$ cat src/rtl/rtst_pkg.sv
`timescale 1ns / 1ps

package rtst_pkg;

  // field widths of the transfer channels
  localparam int unsigned TagW    = 16;
  localparam int unsigned StampW  = 48;
  localparam int unsigned TotalW  = 64;
  localparam int unsigned CallsW  = 32;
  localparam int unsigned OpW     = 2;
  localparam int unsigned StatusW = 3;

  // depth of the queue between front and back (power of two)
  localparam int unsigned QueueDepth = 2;

  typedef enum logic [OpW-1:0] {
    OP_BEGIN = 2'd0,
    OP_END   = 2'd1,
    OP_READ  = 2'd2,
    OP_CLEAR = 2'd3
  } op_e;

  typedef enum logic [StatusW-1:0] {
    ST_OK          = 3'd0,
    ST_RUNNING     = 3'd1,
    ST_NOT_FOUND   = 3'd2,
    ST_FULL        = 3'd3,
    ST_NOT_RUNNING = 3'd4
  } status_e;

  typedef enum logic [1:0] {
    BK_IDLE,
    BK_INDEX,
    BK_ENTRY,
    BK_UPDATE
  } back_state_e;

  // one queued operation
  typedef struct packed {
    op_e               op;
    logic [TagW-1:0]   tag;
    logic [StampW-1:0] stamp;
  } item_t;

endpackage

$ cat src/rtl/rtst_front.sv
`timescale 1ns / 1ps

module rtst_front #(
  parameter int unsigned TIME_BITS = 48
) (
  input  logic                               clk_i,
  input  logic                               rst_ni,
  input  logic                               in_valid_i,
  output logic                               in_stall_o,
  input  logic [rtst_pkg::OpW-1:0]           op_i,
  input  logic [rtst_pkg::TagW-1:0]          tag_i,
  input  logic [rtst_pkg::StampW-1:0]        time_stamp_i,
  output logic                               q_valid_o,
  input  logic                               q_pop_i,
  output rtst_pkg::item_t                    q_item_o
);

  localparam int unsigned TW   = (TIME_BITS < rtst_pkg::StampW) ? TIME_BITS : rtst_pkg::StampW;
  localparam int unsigned PtrW = $clog2(rtst_pkg::QueueDepth);
  localparam int unsigned CntW = $clog2(rtst_pkg::QueueDepth + 1);
  localparam logic [rtst_pkg::StampW-1:0] StampMask =
    (TW >= rtst_pkg::StampW) ? {rtst_pkg::StampW{1'b1}}
                             : ((rtst_pkg::StampW'(1) << TW) - rtst_pkg::StampW'(1));

  rtst_pkg::item_t fifo_q [rtst_pkg::QueueDepth];
  logic [PtrW-1:0] wr_ptr_q, wr_ptr_d;
  logic [PtrW-1:0] rd_ptr_q, rd_ptr_d;
  logic [CntW-1:0] cnt_q, cnt_d;
  logic            push;
  rtst_pkg::item_t item_in;

  // classify the incoming operation and trim the timestamp to the counter width
  always_comb begin
    item_in.op    = rtst_pkg::op_e'(op_i);
    item_in.tag   = tag_i;
    item_in.stamp = time_stamp_i & StampMask;
  end

  assign in_stall_o = (cnt_q == CntW'(rtst_pkg::QueueDepth));
  assign push       = in_valid_i && !in_stall_o;
  assign q_valid_o  = (cnt_q != '0);
  assign q_item_o   = fifo_q[rd_ptr_q];

  // pointer and fill bookkeeping
  always_comb begin
    wr_ptr_d = push ? wr_ptr_q + PtrW'(1) : wr_ptr_q;
    rd_ptr_d = q_pop_i ? rd_ptr_q + PtrW'(1) : rd_ptr_q;
    cnt_d    = cnt_q;
    if (push && !q_pop_i) begin
      cnt_d = cnt_q + CntW'(1);
    end else if (!push && q_pop_i) begin
      cnt_d = cnt_q - CntW'(1);
    end
  end

  always_ff @(posedge clk_i or negedge rst_ni) begin
    if (!rst_ni) begin
      wr_ptr_q <= '0;
      rd_ptr_q <= '0;
      cnt_q    <= '0;
    end else begin
      wr_ptr_q <= wr_ptr_d;
      rd_ptr_q <= rd_ptr_d;
      cnt_q    <= cnt_d;
    end
  end

  // queue storage
  always_ff @(posedge clk_i) begin
    if (push) begin
      fifo_q[wr_ptr_q] <= item_in;
    end
  end

endmodule

$ cat config.mk
export PLATFORM = sky130hd
export DESIGN_NAME = rtst_front
export DESIGN_NICKNAME = d
export VERILOG_FILES = /design/src/rtl/rtst_pkg.sv /design/src/rtl/rtst_front.sv
export SDC_FILE = /design/constraint.sdc
export NUM_CORES = 1
export LEC_CHECK = 0
export BUFFER_PORTS_ARGS = -buffer_cell sky130_fd_sc_hd__buf_4
export CAP_MARGIN = 10
export CORE_MARGIN = 5
export CORE_UTILIZATION = 56
export DETAILED_ROUTE_END_ITERATION = 12
export PLACE_DENSITY = 0.82
export SLEW_MARGIN = 0
export SYNTH_ARGS = -nofsm -noshare
export SYNTH_HDL_FRONTEND = slang
export SYNTH_SLANG_ARGS = --single-unit
$ cat constraint.sdc
create_clock -name clk_i -period 7.55 [get_ports clk_i]
set_input_delay 0.755 -clock clk_i [delete_from_list [all_inputs] [get_ports clk_i]]
set_output_delay 0.755 -clock clk_i [all_outputs]
set_load 0.01 [all_outputs]
Word level (Yosys, flattened, before mapping) --
Memory sizes are Yosys's and may differ from the RTL's. Index checks and enable logic that the tools add are counted.
Storage, ports and cells: bits in registers 4, RAM bits 132, input bits 70, logic and storage cells 21, memories kept 1
Memories:
- fifo_q | depth 2, width 66, rd ports 1, clocked after Yosys merged registers in 0, write ports 1, RTL line rtst_front.sv:25 | rtst_pkg::item_t fifo_q [rtst_pkg::QueueDepth];
Operators by class: add/subtract/negate cells 4, eq/ne operators 1, mux-type cells 4, reductions and logical operators 8
Operator list (count):
- $mux W2 | 2
- $reduce_bool A2 Y1 | 2
- $logic_and A1 B1 Y1 | 3
- $logic_not A1 Y1 | 3
- $add A1 B1 Y1 const B | 2
- $add A2 B1 Y2 const B | 1
- $eq A2 B2 Y1 const B | 1
- $mux W1 | 2
- $sub A2 B1 Y2 const B | 1

Logic depth before layout (Yosys ltp) --
Gate-level depths: netlist (run 1).
depth after elaboration 7, gate-level depth with buffers 7

Least setup slack after synthesis (run 1) --
OpenSTA, ideal clock, no wires.
kind input-to-reg, start point input in_valid_i, end point memory fifo_q[0][0] (netlist bit) (enable), library setup time 0.490 ns, data arrival time 3.602 ns, data required time 7.060 ns, path slack 3.457 ns, stages 2, cell sequence nand2_1 > nor2_1
Between the ends: word-level cells in the longest chain between the ends 3
RTL lines:
- from (decl) | RTL line rtst_front.sv:8 | input logic in_valid_i,
- $logic_and A1 B1 Y1 | RTL line rtst_front.sv:40 | assign push = in_valid_i && !in_stall_o;
- $mux W1 | RTL line rtst_front.sv:70 | if (push) begin
- $mux W1 (not written as such) | RTL line rtst_front.sv:71 | fifo_q[wr_ptr_q] <= item_in;
- to (decl) | RTL line rtst_front.sv:25
Every way passes these cells.

==> results of run 1 <==
synthesized netlist by cell type:
cell        n
edfxtp_1  132
mux2_2     36
mux2_4     30
dfrtp_1     4
buf_2       3
buf_6       3
inv_1       3
xor2_1      3
nor2_1      2
xnor2_1     2
and3_1      1
buf_4       1
ha_1        1
nand2_1     1
nand2b_1    1
or2_2       1
layout by cell type (no fill, tap or decap):
master,synthesis,routed
buf_4,1,139
edfxtp_1,132,132
mux2_2,36,36
mux2_4,30,30
clkbuf_16,0,16
bufinv_16,0,5
clkinv_1,0,4
inv_1,3,3
xor2_1,3,3
dfrtp_1,4,3
xnor2_1,2,2
clkinv_4,0,2
nand2b_1,1,1
nand2_1,1,1
or2_2,1,1
and3_2,0,1
nor2_4,0,1
nor2_1,2,1
ha_1,1,1
clkbuf_8,0,1
clkinv_2,0,1
clkbuf_1,0,1
inv_6,0,1
clkinvlp_4,0,1
dfrtp_4,0,1
registers in the layout, summed over array words and instances (netlist names):
| signal | count |
|---|---|
| wr_ptr_q | 1 |
| rd_ptr_q | 1 |
| cnt_q | 2 |
| fifo_q | 132 |
power by group through the flow:
stage,sequential (uW),combinational (uW),clock (uW)
2_1_floorplan,1090,517,0
3_3_place_gp,1170,773,0
3_5_place_dp,1180,780,0
4_1_cts,1160,783,866
5_1_grt,1180,822,904
6_report,1160,769,854
routing by layer:
| metal | part of all wire, % | GRT usage [%] | up-vias |
|---|---|---|---|
| met1 | 41 | 20.15 | 1222 |
| met4 | 0.42 | 4.658 | 0 |
| li1 | - | - | 1187 |
| met5 | 0 | 0 | - |
| met2 | 50 | 25.29 | 95 |
| met3 | 9.0 | 7.152 | 4 |
worst paths after layout:
kind,to,slack (ns),depth (start not counted)
worst max-delay path,q_item_o[51],4.57,2
max in group asynchronous,rd_ptr_q,7.37,1
worst min register to register,cnt_q[1],0.49,1
worst min-delay path,wr_ptr_q,0.06,1
worst max register to register,fifo_q[0][23],5.14,4
min in group clk_i,fifo_q[1][40],0.45,1
stage by stage:
step	worst slack, ns	util, %	power [uW]	hold WS (ns)
3_5_place_dp	4.878	70.85	1957	0.5011
2_1_floorplan	3.457	-	1608	0.4559
3_3_place_gp	4.929	70.85	1940	0.4779
4_1_cts	4.540	77.94	2812	0.03105
6_report	4.567	77.94	2783	0.05511
5_1_grt	4.491	77.94	2906	0.02486
worst max-delay path, cell delays in order, from the launching register on:
cell	delay, ns
dfrtp_4	1.10
mux2_2	0.43
buf_4	0.15
area by class of cell:
type,instances,area [um^2]
clock inverter,14,203.9
sequential,136,4068
multi-input combinational,78,950.9
fill,461,1933
tap,108,135.1
timing repair buffer,139,1044
inverter,3,11.26
clock buffer,18,417.9
cells by family after synthesis:
group | Yosys count | synth area share (%)
simple gates | 6 | 0.5921
flops | 136 | 80.10
mux | 66 | 16.87
fa+ha+maj | 1 | 0.2466
xor+xnor | 5 | 0.8633
buf+inv | 10 | 1.332
==> run_results.csv, run 1 <==
group,metric,value,unit
clock_network,root_buffer,"clkbuf_8",
pwr,combPwrFrac,27.6,%
drt,wl,8831,um
timing,rsz0062_at_grt,"false",
clock_network,path_clk_slew,0.06,ns
drt,antenna_left,0,
pwr,switching_power,730.1,uW
timing,min_period,2.983,ns
floorplan,start_util,57.90,%
global_routing,grt_use_total,16.03,%
pwr,p_leak,0.002691,uW
floorplan,coreArea,8763,um^2
global_routing,grt_max_degree,68,
timing,clock.fmax,0.3353,GHz
global_routing,grt_antenna_before_repair,0,
setup_path,critical_path_required,6.80,ns
placement,dp.cells,464,
pwr,ir_worst_vdd,0.4344,mV
finish,syn_to_final_growth,34.62,%
placement,detailed_place.area,6208,um^2
synthesis,ys_seq_area_share,80.10,%
synthesis,syn_nets,295,
finish,drive_above_1_share,60.82,%
drt,route.detailed.drc,0,
global_routing,grt_pass1_wl,13680,um
finish,fin_area,6830,um^2
run,drv_cap,0,
synthesis,synth_top_area_share,78.13,%
timing,fin_tns_setup,0,ns
timing,slew_headroom,30.60,%
clock_network,cts.sinks,136,
hold_path,min_path_type,"input port to asynchronous set/reset pin",
drt,wl_per_cell,17.80,um
pwr,seq_power_share,41.7,%
global_routing,grt.overflow.total,0,
synthesis,yosys-top-cells-area,"edfxtp_1 78%, mux2_4 8.9%, mux2_2 8.0%",
placement,hpwl,5808,um
timing,clock_skew,0.007344,ns
floorplan,die_h,105.2,um
placement,io_buffers,137,
drt,vias,2508,
setup_path,r2r-start,"cnt_q[0]",
global_routing,grt_pass1_vias,2676,
timing,fin_crit_sh,39.50,%
clock_network,cts_resized,0,
synthesis,synth_area,5074,um^2
timing,hold_viol,0,
synthesis,yosysTopAreaCell,"edfxtp_1",
drt,drtIter0Drc,138,
placement,place.gp.congestion,0.7285,
pwr,p_clk_share,30.7,%
finish,nets,446,
setup_path,start_kind,"flop",
drt,dr.pass1.iters,4,
synthesis,postSynthCellCount,224,
outcome,outcome,"completed",
synthesis,yosys_warnings,0,
setup_path,critical_path.startpoint,"rd_ptr_q",
setup_path,cp_max_fo,67,
setup_path,criticalPathCategory,"flop to output pin",
clock_network,cts_max_path_buffers,2,
floorplan,die_x,105.2,um
synthesis,ys_types,16,
clock_network,htree_levels,4,
timing,tightestPinTransition,1.041,ns
clock_network,cts_setup_buffers,0,
pwr,p_sw_share,26.24,%
timing,slew_violations,0,
clock_network,cts_buffers,17,
timing,finalSetupViolCount,0,
pwr,power_density,407.4,nW/um^2
floorplan,ios,138,
setup_path,crit_arrival,2.23,ns
synthesis,ys_ff_latch,136,
clock_network,cts_tree,"built",
finish,num_antenna_cells,0,
synthesis,syn_avg_cell_area,22.65,um^2
clock_network,insertion_delay,0.49,ns
pwr,p_int,2053,uW
drt,viasPerCell,5.056,
clock_network,cts_hold_buf,0,
finish,stdcell_count,496,
floorplan,die_area,11060,um^2
floorplan,rows,34,
setup_path,cp-end-kind,"output pin",
(Power assumes the default switching activity.)
==> inputs of run 2 (changes only) <==
--- a/config.mk
+++ b/config.mk
@@ -8,9 +8,9 @@
 export BUFFER_PORTS_ARGS = -buffer_cell sky130_fd_sc_hd__buf_4
 export CAP_MARGIN = 10
 export CORE_MARGIN = 5
-export CORE_UTILIZATION = 56
+export CORE_UTILIZATION = 47
 export DETAILED_ROUTE_END_ITERATION = 12
-export PLACE_DENSITY = 0.82
+export PLACE_DENSITY = 0.74
 export SLEW_MARGIN = 0
 export SYNTH_ARGS = -nofsm -noshare
 export SYNTH_HDL_FRONTEND = slang
==> constraint.sdc (replaced) <==
create_clock -name clk_i -period 2.7 [get_ports clk_i]
set_input_delay 0.27 -clock clk_i [delete_from_list [all_inputs] [get_ports clk_i]]
set_output_delay 0.27 -clock clk_i [all_outputs]
set_load 0.01 [all_outputs]
==> run_results.csv, run 2 (synthesized netlist as in run 1, its figures left out) <==
group,metric,value,unit
finish,nets,517,
timing,fin_crit_sh,89.20,%
timing,clock_skew,0.004339,ns
pwr,power_density,1042,nW/um^2
global_routing,grt_antenna_before_repair,0,
clock_network,path_clk_slew,0.05,ns
hold_path,min_path_type,"input port to asynchronous set/reset pin",
drt,route.detailed.drc,0,
finish,syn_to_final_growth,49.17,%
finish,multi_input_area,950.9,um^2
outcome,outcome,"completed",
setup_path,critical_path_buf_inv_count,2,
finish,regMostFlops,"fifo_q",
floorplan,start_util,47.43,%
clock_network,cts_max_path_buffers,2,
finish,largestRegisters,"fifo_q x132, cnt_q x2",
setup_path,crit_slowest_cell,"dfrtp_4",
global_routing,grt_use_total,16.22,%
setup_path,cp_max_fo,46,
global_routing,grt_max_degree,49,
clock_network,cts.sinks,136,
drt,dr.pass1.iters,4,
timing,clock.fmax,0.4152,GHz
timing,min_period,2.408,ns
clock_network,root_buffer,"clkbuf_8",
floorplan,ios,138,
finish,mostFrequentLayoutCells,"141 x buf_4, 132 x edfxtp_1, 68 x dlygate4sd3_1",
finish,drive_above_1_share,51.75,%
setup_path,critical_path_required,2.43,ns
clock_network,cts_buffers,17,
setup_path,cp-end-kind,"output pin",
setup_path,cp_top_family,"flip-flops",
global_routing,grt_pass1_wl,15630,um
finish,largest_register_ffs,132,
clock_network,cts_resized,0,
clock_network,insertion_delay,0.51,ns
drt,antenna_left,0,
floorplan,die_h,113.9,um
floorplan,coreArea,10700,um^2
finish,final_common_cell,"buf_4",
drt,met3WireLength,705,um
timing,rsz0062_at_grt,"false",
setup_path,max_stage_delay,0.70,ns
setup_path,start_kind,"flop",
drt,vias,2820,
setup_path,crit_chain,"buf_12 > mux2_2 > buf_4",
floorplan,rows,38,
timing,slew_headroom,56.39,%
timing,hold_viol,0,
pwr,ir_worst_vdd,0.6105,mV
timing,finalSetupViolCount,0,
timing,slew_violations,0,
finish,regArea,4068,um^2
global_routing,grt_pass1_vias,3149,
drt,highest_layer,"met4",
floorplan,die_x,113.9,um
drt,drtIter0Drc,73,
timing,tightestPinTransition,0.6542,ns
timing,fin_tns_setup,0,ns
drt,wl_per_cell,17.16,um
global_routing,grt.overflow.total,0,
timing,whs,0.1069,ns
drt,viasPerCell,4.716,
clock_network,htree_levels,4,
drt,met1Wirelength,3838,um
placement,io_buffers,137,
setup_path,crit_arrival,2.14,ns
clock_network,cts_tree,"built",
finish,fillerInstances,676,
floorplan,die_area,12970,um^2
placement,place.gp.congestion,0.6921,
drt,met2_length,5569,um
pwr,p_leak,0.002986,uW
run,drv_cap,0,
drt,wl,10260,um
finish,num_antenna_cells,0,
setup_path,criticalPathCategory,"flop to output pin",
==> run 2: changes by cell type in the layout (fill, tap and decap cells not counted) <==
cell	previous run	this run
dlygate4sd3_1	0	68
buf_4	139	141
clkbuf_1	1	3
clkinv_4	2	0
buf_12	0	1
clkinv_1	4	3
clkinv_2	1	2
inv_6	1	0
==> run 2: layout make-up <==
cell class	instances	share of cell area [%]
Tap cell	140	2.314
Inverter	3	0.1488
Multi-Input combinational cell	78	12.56
Clock buffer	20	5.621
Timing Repair Buffer	210	23.24
Clock inverter	11	2.364
Sequential cell	136	53.74
==> run 2: what timing repair did <==
action / CTS / global route
endpoints found under the hold margin: 137 / 0
setup buffers: 0 / 0
hold buffers: 68 / 0
==> run 2: path summary, 6_finish.rpt <==
path                             from  cells past startpoint  slack [ns]            end
setup reg to reg             cnt_q[0]                      4        0.94  fifo_q[0][20]
hold / removal                 rst_ni                      2        0.11       cnt_q[0]
max in group asynchronous      rst_ni                      2        2.48       rd_ptr_q
min in group clk_i         in_valid_i                      3        0.15       wr_ptr_q
setup / recovery             rd_ptr_q                      3        0.29   q_item_o[51]
hold reg to reg              cnt_q[1]                      1        0.52       cnt_q[1]
==> run 2: report_power, final <==
| part | leakage [uW] | switching, uW | internal [uW] |
|---|---|---|---|
| sequential | 0.00127 | 215 | 2890 |
| combinational | 0.00142 | 1080 | 1350 |
| clock | 0.000291 | 776 | 1570 |
==> run 2: metal layers <==
metal / GRT usage [%] / vias to the layer above
li1: - / 1323
met1: 17.20 / 1381
met2: 29.05 / 103
met3: 6.260 / 13
met4: 6.334 / 0
met5: 0 / -
==> run 2: stage by stage <==
step | instance area [um^2] | std cells | utilization, % | worst slack, ns | total power (uW)
6_report | 7569 | 598 | 70.75 | 0.2915 | 7889
5_1_grt | 7569 | 598 | 70.75 | 0.2316 | 8257
4_1_cts | 7569 | 598 | 70.75 | 0.2695 | 7960
3_5_place_dp | 6284 | 499 | 58.74 | 0.8254 | 5518
3_3_place_gp | 6284 | 499 | 58.74 | 0.8328 | 5466
2_1_floorplan | 5081 | 224 | - | 0.1381 | 4487
